--- config.mk ---
export PLATFORM = sky130hd
export DESIGN_NAME = checksum_frame_deframer_flat
export DESIGN_NICKNAME = d
export VERILOG_FILES = /design/src/rtl/cfd_pkg.sv /design/src/rtl/cfd_ifs.sv /design/src/rtl/checksum_frame_deframer.sv /design/src/rtl/cfd_store.sv /design/src/rtl/cfd_ctrl.sv /design/src/flat_wrapper.sv
export SDC_FILE = /design/constraint.sdc
export NUM_CORES = 1
export LEC_CHECK = 0
export ABC_CLOCK_PERIOD_IN_PS = 5700
export BUFFER_PORTS_ARGS = -buffer_cell sky130_fd_sc_hd__buf_2
export CAP_MARGIN = 20
export CORE_UTILIZATION = 65
export DETAILED_ROUTE_END_ITERATION = 10
export PLACE_DENSITY = 0.93
export SLEW_MARGIN = 20
export SYNTH_ARGS = -nofsm -noshare
export SYNTH_HDL_FRONTEND = slang
export SYNTH_SLANG_ARGS = --single-unit
--- constraint.sdc ---
create_clock -name clk -period 5.7 [get_ports clk]
set_clock_uncertainty 0.05 [all_clocks]
set_input_delay 0.855 -clock clk [delete_from_list [all_inputs] [get_ports clk]]
set_output_delay 0.855 -clock clk [all_outputs]
set_load 0.005 [all_outputs]
--- src/rtl/cfd_pkg.sv ---
// ----------------------------------------------------------------------------
// Checksum frame deframer package
// Shared constants, register indexes and result status codes.
// ----------------------------------------------------------------------------
package cfd_pkg;

	localparam int MAX_PAYLOAD_DEF = 32;
	localparam int CFG_IDX_W       = 1;
	localparam int CFG_DATA_W      = 8;
	localparam int BYTE_W          = 8;
	localparam int POS_W           = 5;

	localparam logic [BYTE_W-1:0] HEADER_RST = 8'h55;
	localparam logic [BYTE_W-1:0] ID_RST     = 8'h40;

	localparam logic [CFG_IDX_W-1:0] CFG_HEADER = 1'd0;
	localparam logic [CFG_IDX_W-1:0] CFG_ID     = 1'd1;

	typedef enum logic [1:0] {
		ST_PAYLOAD   = 2'd0,
		ST_CKSUM_ERR = 2'd1,
		ST_EMPTY_OK  = 2'd2,
		ST_TOO_LONG  = 2'd3
	} status_t;

endpackage

--- src/rtl/cfd_ifs.sv ---
// ----------------------------------------------------------------------------
// Checksum frame deframer channels
// Byte input channel and result output channel, valid/ready handshake.
// ----------------------------------------------------------------------------
interface cfd_in_if import cfd_pkg::*; ();
	logic              valid;
	logic              ready;
	logic [BYTE_W-1:0] rx_byte;

	modport source (output valid, output rx_byte, input ready);
	modport sink   (input valid, input rx_byte, output ready);
endinterface

interface cfd_out_if import cfd_pkg::*; ();
	logic              valid;
	logic              ready;
	status_t           status;
	logic [POS_W-1:0]  position;
	logic [BYTE_W-1:0] payload_value;
	logic              last;

	modport source (output valid, output status, output position, output payload_value,
		output last, input ready);
	modport sink   (input valid, input status, input position, input payload_value,
		input last, output ready);
endinterface

--- src/rtl/checksum_frame_deframer.sv ---
// ----------------------------------------------------------------------------
// Checksum frame deframer
// Header / ID / length / payload / additive checksum frame parser.
// ----------------------------------------------------------------------------
// Channel  Dir  Item                                         Handshake
// rx       in   rx_byte                                      valid/ready
// tx       out  status, position, payload_value, last        valid/ready
//
// One received byte per cycle while parsing and the output register is free.
// A good frame with payload releases its bytes from the payload memory,
// each result by a memory read, then a load of the output register; no byte is
// taken until the last payload result is loaded.
// arst_n clears the parser and the output valid flag; the memory needs no clear.
// A stalled tx holds the output register and stops intake.
// ----------------------------------------------------------------------------
module checksum_frame_deframer import cfd_pkg::*; #(
	parameter int MAX_PAYLOAD = MAX_PAYLOAD_DEF
) (
	input  logic                  clk,
	input  logic                  arst_n,
	input  logic                  cfg_we,
	input  logic [CFG_IDX_W-1:0]  cfg_index,
	input  logic [CFG_DATA_W-1:0] cfg_data,
	cfd_in_if.sink                rx,
	cfd_out_if.source             tx
);

	localparam int AW = (MAX_PAYLOAD > 1) ? $clog2(MAX_PAYLOAD) : 1;
	localparam int LW = $clog2(MAX_PAYLOAD + 1);

	logic              wr_en;
	logic [AW-1:0]     wr_addr;
	logic [BYTE_W-1:0] wr_data;
	logic              rd_en;
	logic [AW-1:0]     rd_addr;
	logic [BYTE_W-1:0] rd_data;

	cfd_ctrl #(
		.MAX_PAYLOAD(MAX_PAYLOAD),
		.AW         (AW),
		.LW         (LW)
	) u_ctrl (
		.clk      (clk),
		.arst_n   (arst_n),
		.cfg_we   (cfg_we),
		.cfg_index(cfg_index),
		.cfg_data (cfg_data),
		.rx       (rx),
		.tx       (tx),
		.wr_en    (wr_en),
		.wr_addr  (wr_addr),
		.wr_data  (wr_data),
		.rd_en    (rd_en),
		.rd_addr  (rd_addr),
		.rd_data  (rd_data)
	);

	cfd_store #(
		.DEPTH(MAX_PAYLOAD),
		.AW   (AW)
	) u_store (
		.clk    (clk),
		.wr_en  (wr_en),
		.wr_addr(wr_addr),
		.wr_data(wr_data),
		.rd_en  (rd_en),
		.rd_addr(rd_addr),
		.rd_data(rd_data)
	);

endmodule

--- src/rtl/cfd_store.sv ---
// ----------------------------------------------------------------------------
// Payload store
// Single-port-write, single-read synchronous memory with registered read data.
// ----------------------------------------------------------------------------
module cfd_store import cfd_pkg::*; #(
	parameter int DEPTH = MAX_PAYLOAD_DEF,
	parameter int AW    = (DEPTH > 1) ? $clog2(DEPTH) : 1
) (
	input  logic              clk,
	input  logic              wr_en,
	input  logic [AW-1:0]     wr_addr,
	input  logic [BYTE_W-1:0] wr_data,
	input  logic              rd_en,
	input  logic [AW-1:0]     rd_addr,
	output logic [BYTE_W-1:0] rd_data
);

	logic [BYTE_W-1:0] mem [DEPTH];
	logic [BYTE_W-1:0] rd_data_q;

	always_ff @(posedge clk) begin
		if (wr_en) begin
			mem[wr_addr] <= wr_data;
		end
	end

	always_ff @(posedge clk) begin
		if (rd_en) begin
			rd_data_q <= mem[rd_addr];
		end
	end

	assign rd_data = rd_data_q;

endmodule

--- src/rtl/cfd_ctrl.sv ---
// ----------------------------------------------------------------------------
// Deframer control
// Frame parser, checksum, store addressing, payload burst and output register.
// ----------------------------------------------------------------------------
module cfd_ctrl import cfd_pkg::*; #(
	parameter int MAX_PAYLOAD = MAX_PAYLOAD_DEF,
	parameter int AW          = (MAX_PAYLOAD > 1) ? $clog2(MAX_PAYLOAD) : 1,
	parameter int LW          = $clog2(MAX_PAYLOAD + 1)
) (
	input  logic                 clk,
	input  logic                 arst_n,
	input  logic                 cfg_we,
	input  logic [CFG_IDX_W-1:0] cfg_index,
	input  logic [CFG_DATA_W-1:0] cfg_data,
	cfd_in_if.sink               rx,
	cfd_out_if.source            tx,
	output logic                 wr_en,
	output logic [AW-1:0]        wr_addr,
	output logic [BYTE_W-1:0]    wr_data,
	output logic                 rd_en,
	output logic [AW-1:0]        rd_addr,
	input  logic [BYTE_W-1:0]    rd_data
);

	typedef enum logic [2:0] {
		PH_HUNT,
		PH_ID,
		PH_LEN,
		PH_DATA,
		PH_SUM,
		PH_EMIT_RD,
		PH_EMIT_OUT
	} phase_t;

	phase_t            phase_q;
	logic [BYTE_W-1:0] hdr_q;
	logic [BYTE_W-1:0] id_q;
	logic [BYTE_W-1:0] sum_q;
	logic [LW-1:0]     len_q;
	logic [LW-1:0]     seen_q;
	logic [LW-1:0]     idx_q;

	logic              out_valid_q;
	status_t           out_status_q;
	logic [POS_W-1:0]  out_pos_q;
	logic [BYTE_W-1:0] out_value_q;
	logic              out_last_q;

	logic              out_free;
	logic              parsing;
	logic              acc;
	logic [BYTE_W-1:0] b;
	logic [LW-1:0]     seen_nxt;
	logic [LW-1:0]     idx_nxt;
	logic              idx_last;

	assign out_free = !out_valid_q || tx.ready;
	assign parsing  = (phase_q == PH_HUNT) || (phase_q == PH_ID) || (phase_q == PH_LEN) ||
		(phase_q == PH_DATA) || (phase_q == PH_SUM);
	assign rx.ready = parsing && out_free;
	assign acc      = rx.valid && rx.ready;
	assign b        = rx.rx_byte;
	assign seen_nxt = seen_q + LW'(1);
	assign idx_nxt  = idx_q + LW'(1);
	assign idx_last = (idx_nxt == len_q);

	assign wr_en   = acc && (phase_q == PH_DATA);
	assign wr_addr = seen_q[AW-1:0];
	assign wr_data = b;
	assign rd_en   = (phase_q == PH_EMIT_RD);
	assign rd_addr = idx_q[AW-1:0];

	assign tx.valid         = out_valid_q;
	assign tx.status        = out_status_q;
	assign tx.position      = out_pos_q;
	assign tx.payload_value = out_value_q;
	assign tx.last          = out_last_q;

	always_ff @(posedge clk or negedge arst_n) begin
		if (!arst_n) begin
			phase_q     <= PH_HUNT;
			hdr_q       <= HEADER_RST;
			id_q        <= ID_RST;
			sum_q       <= '0;
			len_q       <= '0;
			seen_q      <= '0;
			idx_q       <= '0;
			out_valid_q <= 1'b0;
		end else begin
			if (cfg_we) begin
				case (cfg_index)
					CFG_HEADER: hdr_q <= cfg_data;
					CFG_ID:     id_q  <= cfg_data;
					default:    ;
				endcase
			end
			if (out_valid_q && tx.ready) begin
				out_valid_q <= 1'b0;
			end
			case (phase_q)
				PH_HUNT: begin
					if (acc && (b == hdr_q)) begin
						sum_q   <= b;
						phase_q <= PH_ID;
					end
				end
				PH_ID: begin
					if (acc) begin
						if (b == id_q) begin
							sum_q   <= sum_q + b;
							phase_q <= PH_LEN;
						end else begin
							phase_q <= PH_HUNT;
						end
					end
				end
				PH_LEN: begin
					if (acc) begin
						if (b > 8'(MAX_PAYLOAD)) begin
							out_valid_q  <= 1'b1;
							out_status_q <= ST_TOO_LONG;
							out_pos_q    <= '0;
							out_value_q  <= '0;
							out_last_q   <= 1'b1;
							phase_q      <= PH_HUNT;
						end else begin
							len_q   <= b[LW-1:0];
							seen_q  <= '0;
							sum_q   <= sum_q + b;
							phase_q <= (b == '0) ? PH_SUM : PH_DATA;
						end
					end
				end
				PH_DATA: begin
					if (acc) begin
						sum_q  <= sum_q + b;
						seen_q <= seen_nxt;
						if (seen_nxt >= len_q) begin
							phase_q <= PH_SUM;
						end
					end
				end
				PH_SUM: begin
					if (acc) begin
						if (b != sum_q) begin
							out_valid_q  <= 1'b1;
							out_status_q <= ST_CKSUM_ERR;
							out_pos_q    <= '0;
							out_value_q  <= '0;
							out_last_q   <= 1'b1;
							phase_q      <= PH_HUNT;
						end else if (len_q == '0) begin
							out_valid_q  <= 1'b1;
							out_status_q <= ST_EMPTY_OK;
							out_pos_q    <= '0;
							out_value_q  <= '0;
							out_last_q   <= 1'b1;
							phase_q      <= PH_HUNT;
						end else begin
							idx_q   <= '0;
							phase_q <= PH_EMIT_RD;
						end
					end
				end
				PH_EMIT_RD: begin
					phase_q <= PH_EMIT_OUT;
				end
				PH_EMIT_OUT: begin
					if (out_free) begin
						out_valid_q  <= 1'b1;
						out_status_q <= ST_PAYLOAD;
						out_pos_q    <= POS_W'(idx_q);
						out_value_q  <= rd_data;
						out_last_q   <= idx_last;
						idx_q        <= idx_nxt;
						phase_q      <= idx_last ? PH_HUNT : PH_EMIT_RD;
					end
				end
				default: begin
					phase_q <= PH_HUNT;
				end
			endcase
		end
	end

endmodule

--- src/flat_wrapper.sv ---
// flat-port wrapper written by rule: the top's interface ports become plain ports
module checksum_frame_deframer_flat import cfd_pkg::*;
#(
	parameter int MAX_PAYLOAD = MAX_PAYLOAD_DEF
)
  (clk, arst_n, cfg_we, cfg_index, cfg_data, rx_valid, rx_rx_byte, rx_ready, tx_valid, tx_status, tx_position, tx_payload_value, tx_last, tx_ready);
  cfd_in_if rx_i ();
  cfd_out_if tx_i ();
  input  logic clk;
  input  logic arst_n;
  input  logic cfg_we;
  input  logic [CFG_IDX_W-1:0] cfg_index;
  input  logic [CFG_DATA_W-1:0] cfg_data;
  input wire logic [$bits(rx_i.valid)-1:0] rx_valid;
  input wire logic [$bits(rx_i.rx_byte)-1:0] rx_rx_byte;
  output wire logic [$bits(rx_i.ready)-1:0] rx_ready;
  output wire logic [$bits(tx_i.valid)-1:0] tx_valid;
  output wire logic [$bits(tx_i.status)-1:0] tx_status;
  output wire logic [$bits(tx_i.position)-1:0] tx_position;
  output wire logic [$bits(tx_i.payload_value)-1:0] tx_payload_value;
  output wire logic [$bits(tx_i.last)-1:0] tx_last;
  input wire logic [$bits(tx_i.ready)-1:0] tx_ready;
  assign rx_i.valid = rx_valid;
  assign rx_i.rx_byte = rx_rx_byte;
  assign rx_ready = rx_i.ready;
  assign tx_valid = tx_i.valid;
  assign tx_status = tx_i.status;
  assign tx_position = tx_i.position;
  assign tx_payload_value = tx_i.payload_value;
  assign tx_last = tx_i.last;
  assign tx_i.ready = tx_ready;
  checksum_frame_deframer #(.MAX_PAYLOAD(MAX_PAYLOAD)) u_core (.clk(clk), .arst_n(arst_n), .cfg_we(cfg_we), .cfg_index(cfg_index), .cfg_data(cfg_data), .rx(rx_i), .tx(tx_i));
endmodule
-- After elaboration in Yosys (flattened, before gate mapping)
Memories as Yosys holds them, arrays and structs flattened. A register that Yosys moved wholly into a read port is not among the register bits.
Index checks and enable logic that the tools add are counted.
- bits in registers: 62
- memory bits (writable): 256
- input port bits: 22
- output and inout port bits: 18
- word-level logic and storage cells: 137
- memories: 1
- add/subtract/negate cells: 3
- order comparisons: 2
- equality and inequality tests: 23
- muxes and demuxes: 68
- bitwise logic cells: 2
- reduce and logical (&&, ||, !) cells: 26
- memories (name ; words ; width ; rd ports ; clocked after memory_dff ; wr ports ; line ; RTL):
    u_core.u_store.mem ; 32 ; 8 ; 1 ; 1 ; 1 ; cfd_store.sv:18 ; logic [BYTE_W-1:0] mem [DEPTH];
- operators by type and width (operator ; count):
    2-to-1 mux 8 bit ; 12
    2-to-1 mux 6 bit ; 7
    2-to-1 mux 3 bit ; 12
    one-hot mux 8 bit (4 select lines) ; 1
    2-to-1 mux 5 bit ; 6
    one-hot mux 6 bit (2 select lines) ; 2
    one-hot mux 8 bit (3 select lines) ; 1
    one-hot mux 3 bit (7 select lines) ; 1
    AND reduction 7 bit ; 3
    == test 8 bit ; 2
    inequality test 2 bit, second input constant ; 8
    2-to-1 mux 1 bit ; 15
    one-hot mux 5 bit (3 select lines) ; 1
    2-to-1 mux 2 bit ; 7
    adder 6 x 1 -> 6 bit, second input constant ; 2
    == test 3 bit, second input constant ; 3
    adder 8 bit ; 1
    > comparator 8 x 6 -> 1 bit, second input constant ; 1
    logical NOT 8 bit ; 1
    inequality test 2 x 1 -> 1 bit, second input constant ; 4
    inequality test 8 bit ; 1
    == test 3 x 2 -> 1 bit, second input constant ; 2
    == test 6 bit ; 1
    greater-or-equal comparator 6 bit ; 1
    17 further kinds ; 29

-- Depth between registers and ports, before layout
Gate-level depths: netlist (run 1).
- word-level depth: 10
- mapped depth: 10
- gate-level depth less buffers: 10

-- By module
Synthesis (run 1) repeated with hierarchy kept, for this count alone.
- cell total of the unflattened synthesis: 781
- area, all modules: 13849.5 um^2
- by module, submodules not included (module ; instances ; cells an instance ; area an instance (um^2) ; seq. area each (um^2)):
    cfd_store ; 1 ; 417 ; 10133.5 ; 7927.6
    cfd_ctrl ; 1 ; 364 ; 3716.1 ; 1637.8

-- Least setup slack after synthesis (run 1)
Ideal clock, no wire load.
- kind: input -> register
- from: in rx_rx_byte[3]
- to: reg u_core.u_ctrl.out_last_q (netlist: u_core.u_ctrl.tx.last) (enable)
- data arrival time: 3.441 ns
- data required time: 5.214 ns
- path slack: 1.773 ns
- cell stages on the path: 7
- path buffers: 0
- path through: ha_1 -> nor3_1 -> and3_1 -> nand2_1 -> a21o_1 -> a32oi_1 -> nor4b_1
- word-level cells in the longest chain between the ends: 3
- RTL lines (what ; line ; RTL):
    start: declaration ; flat_wrapper.sv:15 ; input wire logic [$bits(rx_i.rx_byte)-1:0] rx_rx_byte;
    > comparator 8 x 6 -> 1 bit / inequality test 8 bit (equally long branches) ; cfd_ctrl.sv:119, cfd_ctrl.sv:145 ;
    inequality test 2 x 1 -> 1 bit (no line) / inequality test 3 x 1 -> 1 bit (equally long branches) ; n/a ;
    AND reduction 7 bit (no line) * ; n/a ;
    end signal: assignment ; cfd_ctrl.sv:174 ; out_last_q <= idx_last;
    end: declaration ; cfd_ctrl.sv:47 ; logic out_last_q;
Mark *: on every way between the ends. The rest lies on a longest branch, timed or not.
A chain may end at the register's enable or synchronous reset.

-- Worst setup path in the final report (run 1)
- from: reg u_core.u_ctrl.phase_q[1]
- to: mem u_core.u_store.mem[23][0] (enable)
- word-level cells in the longest chain between the ends: 10
- RTL lines (what ; line ; RTL):
    start: declaration ; cfd_ctrl.sv:35 ; phase_t phase_q;
    start signal: assignment ; cfd_ctrl.sv:130 ; phase_q <= (b == '0) ? PH_SUM : PH_DATA;
    start signal: assignment ; cfd_ctrl.sv:176 ; phase_q <= idx_last ? PH_HUNT : PH_EMIT_RD;
    == test 3 x 1 -> 1 bit / logical NOT 3 bit (equally long branches) ; cfd_ctrl.sv:58 ; assign parsing = (phase_q == PH_HUNT) || (phase_q == PH_ID) || (phase_q == PH_LEN) ||
    logical OR 1 bit (3 in series) ; cfd_ctrl.sv:58 ;
    logical OR 1 bit ; cfd_ctrl.sv:59 ; (phase_q == PH_DATA) || (phase_q == PH_SUM);
    logical AND 1 bit ; cfd_ctrl.sv:60 ; assign rx.ready = parsing && out_free;
    logical AND 1 bit ; cfd_ctrl.sv:61 ; assign acc = rx.valid && rx.ready;
    logical AND 1 bit * ; cfd_ctrl.sv:67 ; assign wr_en = acc && (phase_q == PH_DATA);
    2-to-1 mux 1 bit * ; cfd_store.sv:22 ; if (wr_en) begin
    2-to-1 mux 1 bit (implied by the code) * ; cfd_store.sv:23 ; mem[wr_addr] <= wr_data;
    end: declaration ; cfd_store.sv:18 ;
Marked as above.

==> summary.txt, run 1 <==
Detailed routing
  • Met3 routed WL: 2380 µm
  • WL/cell: 29.2 µm
  • Final ANT Viol Nets: 0
  • Drt total wl: 32300 µm
  • Highest routed layer: met4
  • Vias per cell: 6.86
  • Via count: 7570
  • Met1 WL: 11400 µm
  • DRT Pass-1 Iters: 7
  • DRC: 0
  • DR WL met2: 17400 µm
  • DR iter-0 viols: 989

Synth
  • Main synth FF type: edfxtp_1
  • Most frequent cells after synthesis: edfxtp_1 (280), mux4_2 (80), nor2_1 (54)
  • Post-synth EDFFs: 280
  • Mapped Nets: 812
  • FF+latch count, synth: 326
  • Syn. warnings: 0
  • Most numerous cell in the Yosys netlist: edfxtp_1
  • Synth area leaders: edfxtp_1 (61%), mux4_2 (13%), dfrtp_1 (7.5%), mux2_2 (2.3%), ha_1 (1.6%)
  • Post-synthesis sequential area ratio: 69.6%
  • Area leader, netlist: edfxtp_1
  • Mapped Area: 13800 µm²
  • Distinct cell type count of the synthesized netlist: 52
  • Post-synthesis async set-or-reset flop share: 14.1%
  • Syn Inst Count: 771
  • Synthesized area per cell: 17.8 µm²
  • Share of the synthesized area in the top cell type: 61.1%

CTS
  • Clock latency on the worst-skew pair: 0.57 ns
  • Setup bufs post-CTS: 0
  • Clk sinks: 326
  • Worst-path clk slew: 0.07 ns
  • Total CTS buffers: 31
  • Cts-stage hold buffer count: 0
  • Root buffer cell: clkbuf_16
  • CTS tree: yes
  • Clock Path Buffers: 3
  • H-tree depth: 1
  • Post-CTS Resized: 0

Outcome
  • Status: finished clean

Cells and area
  • Final Util: 73.4%
  • Non-filler instance count after layout: 1104
  • Area Overhead vs Synth: 9.45%
  • Post-layout net count: 854
  • Fillers: 1128
  • Layout cell share with drive strength beyond 1: 25.6%
  • Final Cell Area: 15100 µm²

Worst setup path
  • Crit path capture type: register
  • CP Cell Sequence: nand2_1, nor2_1, nand2_1, nor2_1
  • WP data required: 5.82 ns
  • Critical path peak fanout: 35
  • R2R Path Start: u_core.u_ctrl.phase_q[1]
  • Crit-path slowest cell: dfrtp_1
  • Crit path kind: reg -> reg
  • Crit start category: register
  • Delay-heaviest family, CP: simple AND/OR/NAND/NOR gates
  • Worst Path Buf+Inv: 0
  • Crit path from: u_core.u_ctrl.phase_q[1]
  • CP peak stage delay: 1.02 ns
  • Worst Path Arrival: 3.65 ns

STA
  • Setup_tns: 0 ns
  • Relative slew slack: 26.4%
  • Max Slew Vio Count: 0
  • Unrepaired setup endpoints after global routing: no
  • Hold Vio Cnt, Final: 0
  • Fmax: 0.283 GHz
  • Tmin final: 3.53 ns
  • Worst slew pin tran: 1.10 ns
  • Period utilization: 61.9%
  • Final setup fails: 0

Power and ir drop
  • Pleak: 5.04 nW
  • VDD IR max: 302 µV
  • Sequential power share: 54.2%
  • Clock power frac: 37.3%
  • Net Sw Frac: 23.4%
  • Pwr Total: 4.97 mW
  • Share of total power in combinational logic: 8.6%
  • P_sw: 1.16 mW
  • Int Pwr: 3.81 mW
  • PD cells: 330 nW/µm²

Global route
  • Largest net degree at the start of global routing: 66
  • Global-route wire length before repair: 48600 µm
  • Initial antenna violation count: 0
  • Vias in the first global route: 7747
  • GRT Resource Usage Total: 31.1%
  • GR Overflow Total: 0

Placed design
  • Placed Cells incl. Taps: 1050
  • HPWL after DPL: 19300 µm
  • Placed cell areas: 14200 µm²
  • Port Buffer Count: 39
  • Global placer's final weighted congestion: 0.862

Floorplan
  • Die H: 147 µm
  • Core region area: 20500 µm²
  • # IOs: 40
  • Full die area: 21700 µm²
  • Die Width: 147 µm
  • Row cnt: 52
  • Starting density of the core: 67.1%

Hold path
  • HP Class: in -> async

Job
  • # Max-Cap Violations: 0
==> logic make-up after synthesis <==
logic type / Yosys count / share of synthesized area, %
xor gates and xnor gates: 35 / 2.23
adders and majority gates: 19 / 1.78
buffers and inverters: 52 / 1.77
and+or+nand+nor: 159 / 5.68
DFF: 326 / 69.6
muxes: 112 / 15.7
AOI/OAI and AO/OA: 68 / 3.29
==> cell usage in the layout, fill, tap and decap left out, types with 4 or more instances in the layout <==
cell type / instances
edfxtp_1: 280
dfrtp_1: 39
clkbuf_1: 7
mux2_2: 28
a21oi_1: 8
nor2_1: 54
mux4_2: 80
nor4_1: 5
mux2i_1: 4
dfstp_2: 5
and3_1: 19
nor3_1: 7
a22o_1: 6
o21ai_0: 28
xor2_1: 15
nand3_1: 11
ha_1: 18
clkinvlp_4: 4
buf_4: 7
buf_2: 39
a31oi_1: 4
clkinv_1: 4
nand2b_1: 4
a211oi_1: 4
inv_1: 15
nand2_1: 33
clkbuf_16: 31
xnor2_1: 20
clkinv_2: 5
==> cell type report <==
type | count | area, µm² | share of cell area, %
multi-input cells | 393 | 3950 | 26.3
inverters | 15 | 56.3 | 0.374
clock buffers | 38 | 802 | 5.33
well taps | 270 | 338 | 2.24
clock inverters | 15 | 83.8 | 0.557
repair buffers | 46 | 248 | 1.65
diodes | 1 | 2.50 | 0.0166
flip-flops and latches | 326 | 9570 | 63.6
==> state kept, by name, indices dropped and copies added, names as in the netlist <==
register / count
u_core.u_store.mem: 256
u_core.u_ctrl.hdr_q: 8
u_core.u_ctrl.id_q: 8
u_core.u_ctrl.sum_q: 8
u_core.u_ctrl.tx.payload_value: 8
u_core.u_store.rd_data: 8
u_core.u_ctrl.idx_q: 6
u_core.u_ctrl.len_q: 6
u_core.u_ctrl.seen_q: 6
u_core.u_ctrl.tx.position: 5
u_core.u_ctrl.phase_q: 3
u_core.u_ctrl.tx.status: 2
u_core.u_ctrl.tx.last: 1
u_core.u_ctrl.tx.valid: 1
==> worst paths after layout <==
kind | end | slack, ns | depth (start not counted)
setup / recovery | u_core.u_store.mem[23][0] | 2.17 | 4
hold / removal | u_core.u_ctrl.sum_q[1] | 0.33 | 2
setup reg to reg | u_core.u_store.mem[23][0] | 2.17 | 4
hold reg to reg | u_core.u_ctrl.sum_q[2] | 0.46 | 1
max in group asynchronous | u_core.u_ctrl.idx_q[0] | 4.81 | 2
min in group clk | u_core.u_ctrl.sum_q[2] | 0.46 | 1
==> worst reg2reg max path: stages, from the launching register on <==
cell and delay, ns:
dfrtp_1 1.02, nand2_1 0.24, nor2_1 0.53, nand2_1 0.41, nor2_1 0.88
==> power by group through the flow <==
| stage | logic (mW) | clock network, mW | registers [mW] |
|---|---|---|---|
| floorplan | 0.312 | 0 | 2.72 |
| global placement | 0.386 | 0 | 2.74 |
| detailed placement | 0.416 | 0 | 2.74 |
| CTS | 0.420 | 1.86 | 2.69 |
| global route | 0.470 | 1.94 | 2.70 |
| finish | 0.426 | 1.85 | 2.69 |
==> stage by stage <==
| stage | hold slack, ns | worst slack [ns] |
|---|---|---|
| global route | 0.375 | 1.97 |
| detailed placement | 0.453 | 2.08 |
| CTS | 0.342 | 2.28 |
| global placement | 0.445 | 2.22 |
| floorplan | 0.421 | 1.77 |
| finish | 0.334 | 2.17 |
==> per-layer routing <==
layer / vias to the layer above / GRT usage, %
li1: 3131 / -
met1: 3892 / 39.9
met2: 474 / 56.5
met3: 73 / 3.33
met4: 0 / 9.12
met5: - / 0
Note: power is estimated with default switching activity, not from simulation.
==> inputs of run 2 (changes only) <==
--- a/config.mk
+++ b/config.mk
@@ -5,12 +5,12 @@
 export SDC_FILE = /design/constraint.sdc
 export NUM_CORES = 1
 export LEC_CHECK = 0
-export ABC_CLOCK_PERIOD_IN_PS = 5700
+export ABC_CLOCK_PERIOD_IN_PS = 2900
 export BUFFER_PORTS_ARGS = -buffer_cell sky130_fd_sc_hd__buf_2
 export CAP_MARGIN = 20
-export CORE_UTILIZATION = 65
+export CORE_UTILIZATION = 56
 export DETAILED_ROUTE_END_ITERATION = 10
-export PLACE_DENSITY = 0.93
+export PLACE_DENSITY = 0.86
 export SLEW_MARGIN = 20
 export SYNTH_ARGS = -nofsm -noshare
 export SYNTH_HDL_FRONTEND = slang
==> constraint.sdc (replaced) <==
create_clock -name clk -period 2.9 [get_ports clk]
set_clock_uncertainty 0.05 [all_clocks]
set_input_delay 0.435 -clock clk [delete_from_list [all_inputs] [get_ports clk]]
set_output_delay 0.435 -clock clk [all_outputs]
set_load 0.005 [all_outputs]
==> run 2 against run 1 <==
Effect of this change:
- maximum frequency increased by 26%
- final cell count increased by 11%
- register-to-register slack got worse by 2.1 ns
- combinational power increased by 100%
- die area increased by 16%
- total power increased by 120%
- design area increased by 6.0%
- count of clock-buffer cells in the layout increased by 1
- wire length increased by 0.12%
==> summary.txt, run 2 (synthesis gave the netlist of run 1 again) <==
Cells and area
  • Post-layout net count: 923
  • Final Util: 67.1%
  • Area Overhead vs Synth: 16.0%
  • Max reg flops: 256
  • Antenna diodes: 0
  • Reg with most FFs: u_core.u_store.mem
  • Most frequent cells in the layout: edfxtp_1 (280), mux4_2 (80), buf_4 (70)
  • Non-filler instance count after layout: 1227
  • Final Cell Area: 15900 µm²
  • Layout cell share with drive strength beyond 1: 32.2%
  • Commonest non-fill, non-tap cell in the layout: edfxtp_1

CTS
  • Root buffer cell: clkbuf_16
  • Clock Path Buffers: 3
  • Clock latency on the worst-skew pair: 0.52 ns
  • Clk sinks: 326
  • Cts-stage hold buffer count: 0
  • Setup bufs post-CTS: 0
  • H-tree depth: 2
  • Post-CTS Resized: 0
  • Total CTS buffers: 34
  • Worst-path clk slew: 0.06 ns
  • CTS tree: yes

Worst setup path
  • Critical path peak fanout: 12
  • Crit path kind: reg -> reg
  • Crit start category: register
  • Register-to-Register Path Depth: 9
  • Crit path from: u_core.u_ctrl.seen_q[2]
  • WP data required: 3.23 ns
  • Reg-to-reg setup timing slack: 0.10 ns
  • Setup crit end: u_core.u_ctrl.phase_q[2]
  • FF-to-FF End: u_core.u_ctrl.phase_q[2]
  • R2R Path Start: u_core.u_ctrl.seen_q[2]
  • Crit path capture type: register
  • Worst Path Arrival: 3.13 ns

STA
  • Max Slew Vio Count: 0
  • Hold Vio Cnt, Final: 0
  • Period utilization: 96.4%
  • Relative slew slack: 47.1%
  • Tmin final: 2.80 ns
  • Setup_tns: 0 ns
  • Final setup fails: 0
  • Unrepaired setup endpoints after global routing: no
  • Fmax: 0.358 GHz
  • Worst slew pin tran: 0.793 ns

Placed design
  • HPWL after DPL: 19600 µm
  • Placed Cells incl. Taps: 1165
  • Port Buffer Count: 39
  • Placed cell areas: 14800 µm²
  • Global placer's final weighted congestion: 0.846

Power and ir drop
  • Pleak: 5.57 nW
  • Clock power frac: 42.5%
  • P_sw: 2.39 mW
  • Share of total power in combinational logic: 8.0%
  • PD cells: 671 nW/µm²
  • Pwr Total: 10.7 mW
  • Net Sw Frac: 22.3%
  • Sequential power share: 49.5%
  • VDD IR max: 471 µV
  • Int Pwr: 8.32 mW

Global route
  • GR Overflow Total: 0
  • Largest net degree at the start of global routing: 47
  • Vias in the first global route: 7958
  • Initial antenna violation count: 0
  • GRT Resource Usage Total: 26.3%
  • Global-route wire length before repair: 48500 µm

Detailed routing
  • DRT Pass-1 Iters: 5
  • Final ANT Viol Nets: 0
  • DR iter-0 viols: 839
  • Met1 WL: 12400 µm
  • WL/cell: 26.3 µm
  • DRC: 0
  • Met3 routed WL: 2650 µm
  • Via count: 7801
  • Vias per cell: 6.36
  • DR WL met2: 16200 µm
  • Drt total wl: 32300 µm
  • Highest routed layer: met4

Floorplan
  • # IOs: 40
  • Starting density of the core: 57.9%
  • Die Width: 159 µm
  • Row cnt: 56
  • Die H: 159 µm
  • Core region area: 23800 µm²
  • Full die area: 25200 µm²

Outcome
  • Status: finished clean

Hold path
  • HP Class: in -> async

Job
  • # Max-Cap Violations: 0
==> run 2: worst max-delay path, cell delays in order, from the launching register on <==
cell and delay, ns:
dfrtp_1 0.69, nand3_1 0.24, xnor2_2 0.21, ha_1 0.34
a21o_1 0.17, a211oi_1 0.22, o21ai_0 0.23, o221ai_2 0.30
a31o_2 0.15, o21ai_0 0.07
==> run 2: worst min-delay path by stage <==
stage                            from                      to  slack [ns]  cells after the start
2_1_floorplan                  arst_n  u_core.u_ctrl.hdr_q[1]        0.09                      0
3_3_place_gp   u_core.u_ctrl.sum_q[2]  u_core.u_ctrl.sum_q[2]        0.45                      1
3_5_place_dp   u_core.u_ctrl.sum_q[2]  u_core.u_ctrl.sum_q[2]        0.46                      1
4_1_cts                        arst_n  u_core.u_ctrl.sum_q[5]        0.04                      2
5_1_grt                        arst_n  u_core.u_ctrl.sum_q[5]        0.08                      2
6_report                       arst_n  u_core.u_ctrl.sum_q[5]        0.03                      2
==> run 2: power groups by stage <==
stage               logic, mW  registers [mW]  clock network [mW]
floorplan               0.614            5.35                   0
global placement        0.801            5.39                   0
detailed placement      0.840            5.39                   0
CTS                     0.844            5.30                4.60
global route            0.944            5.31                4.77
finish                  0.854            5.30                4.56
==> run 2: cell type report <==
cell class              instances  area, µm²
repair buffers                112        781
clock buffers                  39        891
fillers                      1454       7800
multi-input cells             393       3960
clock inverters                23        288
inverters                      15       56.3
well taps                     319        399
flip-flops and latches        326       9570
==> run 2: layer usage <==
metal,track usage (%),up-vias
met3,4.05,79
met5,0,-
met1,34.9,3969
li1,-,3279
met2,43.7,474
met4,10.6,0
==> run 2: through the flow <==
| stage | worst slack (ns) | hold WS, ns |
|---|---|---|
| final | 0.103 | 0.0326 |
| after global placement | 0.180 | 0.448 |
| after CTS | 0.135 | 0.0407 |
| after detailed placement | 0.116 | 0.459 |
| after floorplan | 0.183 | 0.0894 |
| after global routing | 0.00564 | 0.0804 |
==> inputs of run 3 (changes only) <==
==> constraint.sdc (replaced) <==
create_clock -name clk -period 2.9 [get_ports clk]
set_clock_uncertainty 0.05 [all_clocks]
set_input_delay 0.145 -clock clk [delete_from_list [all_inputs] [get_ports clk]]
set_output_delay 0.145 -clock clk [all_outputs]
set_load 0.005 [all_outputs]
==> run 3 against run 2 <==
Effect of this change:
- non-clock buffer count grew 7
- first-iteration DRC count increased by 19%
- hold slack lost 0.015 ns
- combinational power rose by 1%
- total power decreased by 3.7%
- via count about the same
- utilization fell by 0.16 points
- design area decreased by 0.24%
- critical path depth is the same
- final cell count up 0.24%
- largest power group unchanged
==> summary.txt, run 3 (synthesis gave the netlist of run 1 again) <==
Power and ir drop
  • Clock power frac: 40.3%
  • Pwr Total: 10.3 mW
  • PD cells: 648 nW/µm²
  • P_sw: 2.26 mW
  • Net Sw Frac: 22.0%
  • VDD IR max: 606 µV
  • Pleak: 5.50 nW
  • Share of total power in combinational logic: 8.4%
  • Int Pwr: 8.05 mW
  • Sequential power share: 51.3%

Global route
  • GRT Resource Usage Total: 25.8%
  • Largest net degree at the start of global routing: 47
  • GR Overflow Total: 0
  • Global-route wire length before repair: 48500 µm
  • Vias in the first global route: 7878
  • Initial antenna violation count: 1

Floorplan
  • Row cnt: 56
  • # IOs: 40
  • Die H: 159 µm
  • Die Width: 159 µm
  • Core region area: 23800 µm²
  • Full die area: 25200 µm²
  • Starting density of the core: 57.9%

Detailed routing
  • WL/cell: 25.6 µm
  • Final ANT Viol Nets: 0
  • DRC: 0
  • Drt total wl: 31500 µm
  • Vias per cell: 6.34
  • DRT Pass-1 Iters: 5
  • DR iter-0 viols: 996
  • Via count: 7794

Worst setup path
  • Setup crit end: u_core.u_ctrl.phase_q[2]
  • Worst Path Buf+Inv: 0
  • Crit path kind: reg -> reg
  • Worst path depth: 9
  • Worst Path Arrival: 3.14 ns
  • Crit-path slowest cell: dfrtp_1
  • FF-to-FF End: u_core.u_ctrl.phase_q[2]
  • Critical path peak fanout: 12
  • Crit path capture type: register
  • Most used cell, CP: o21ai_0
  • Register-to-Register Path Depth: 9
  • CP Cell Sequence: nand3_1, xnor2_1, ha_1, a21o_1, a211oi_1, o21ai_0, o221ai_2, a31o_2, o21ai_0
  • Delay-heaviest family, CP: compound AO/OA/AOI/OAI gates
  • Crit path from: u_core.u_ctrl.seen_q[3]
  • Crit start category: register
  • R2R Path Start: u_core.u_ctrl.seen_q[3]
  • WP data required: 3.27 ns
  • CP peak stage delay: 0.70 ns
  • Reg-to-reg setup timing slack: 0.13 ns

Cells and area
  • Fillers: 1443
  • Most frequent cells in the layout: edfxtp_1 (280), mux4_2 (80), buf_4 (62)
  • Reg with most FFs: u_core.u_store.mem
  • Layout cell share with drive strength beyond 1: 30.1%
  • Post-layout net count: 927
  • Area Overhead vs Synth: 15.7%
  • Antenna diodes: 0
  • Commonest non-fill, non-tap cell in the layout: edfxtp_1
  • Max reg flops: 256

Hold path
  • HP Class: in -> reg

STA
  • Period utilization: 95.6%
  • Fmax: 0.361 GHz
  • Max Slew Vio Count: 0
  • Relative slew slack: 47.1%
  • Hold Vio Cnt, Final: 0
  • Tmin final: 2.77 ns
  • Setup_tns: 0 ns
  • Unrepaired setup endpoints after global routing: no
  • Final setup fails: 0
  • Worst slew pin tran: 0.792 ns

CTS
  • Root buffer cell: clkbuf_16
  • CTS tree: yes
  • H-tree depth: 1
  • Setup bufs post-CTS: 0
  • Total CTS buffers: 31
  • Worst-path clk slew: 0.07 ns
  • Clock latency on the worst-skew pair: 0.57 ns
  • Clk sinks: 326
  • Clock Path Buffers: 3

Placed design
  • HPWL after DPL: 19900 µm
  • Port Buffer Count: 39
  • Global placer's final weighted congestion: 0.853

Job
  • # Max-Cap Violations: 0

Outcome
  • Status: finished clean
==> run 3: cell count changes in the layout (fill, tap and decap cells not counted), moves of 2 or more <==
cell           previous run  this run
clkinv_2                  9         5
clkinv_1                  5         8
buf_4                    70        62
clkbuf_1                  4         6
clkinv_8                  2         0
clkbuf_16                35        31
dlygate4sd3_1             0        14
==> run 3: timing repair <==
action                                 in CTS  in global routing
setup endpoints to repair                   0                  2
endpoints found under the hold margin      71                  0
gates resized for setup                     0                  1
hold buffers                               14                  0
==> run 3: cell type report <==
type / instances / area (µm²) / area share [%]
Clock buffer: 37 / 798 / 5.02
Tap cell: 319 / 399 / 2.51
Inverter: 15 / 56.3 / 0.354
Timing Repair Buffer: 119 / 881 / 5.54
Multi-Input combinational cell: 393 / 3960 / 24.9
Clock inverter: 21 / 251 / 1.58
Sequential cell: 326 / 9570 / 60.1
==> run 3: layer usage <==
metal  vias to the layer above  track usage (%)  share of wire, %
li1                       3285                -                 -
met1                      3959             36.4                39
met2                       487             41.3                49
met3                        63             4.81               9.5
met4                         0             7.37               2.6
met5                         -                0                 0
==> run 3: how the worst min path moves through the flow <==
stage,startpoint,to,cells after the start
after floorplan,arst_n,u_core.u_ctrl.hdr_q[1],0
after global routing,rx_rx_byte[1],u_core.u_store.mem[15][1],1
after global placement,arst_n,u_core.u_ctrl.sum_q[5],2
final,rx_rx_byte[6],u_core.u_ctrl.sum_q[6],3
after detailed placement,arst_n,u_core.u_ctrl.sum_q[5],2
after CTS,rx_rx_byte[6],u_core.u_ctrl.sum_q[6],3
==> run 3: per-stage QoR <==
stage          instances  cell area, µm²  hold WS, ns  utilization (%)  worst slack [ns]
3_3_place_gp        1158           14700        0.270             62.0             0.275
6_report            1230           15900       0.0175             67.0             0.128
4_1_cts             1230           15900      0.00651             67.0             0.158
5_1_grt             1230           15900       0.0291             67.0            0.0357
3_5_place_dp        1158           14700        0.271             62.0             0.193
2_1_floorplan        771           13800       -0.201                -             0.251
==> run 3: worst register-to-register path: stages (launching register included) <==
cell and delay, ns:
dfrtp_1 0.70, nand3_1 0.17, xnor2_1 0.29, ha_1 0.30
a21o_1 0.16, a211oi_1 0.25, o21ai_0 0.22, o221ai_2 0.28
a31o_2 0.15, o21ai_0 0.07
==> run 3: power by group through the flow <==
| stage | logic (mW) | clock network [mW] | registers [mW] |
|---|---|---|---|
| final | 0.864 | 4.16 | 5.29 |
| after global routing | 0.965 | 4.37 | 5.30 |
| after CTS | 0.854 | 4.19 | 5.29 |
| after detailed placement | 0.824 | 0 | 5.39 |
| after global placement | 0.791 | 0 | 5.38 |
| after floorplan | 0.614 | 0 | 5.35 |
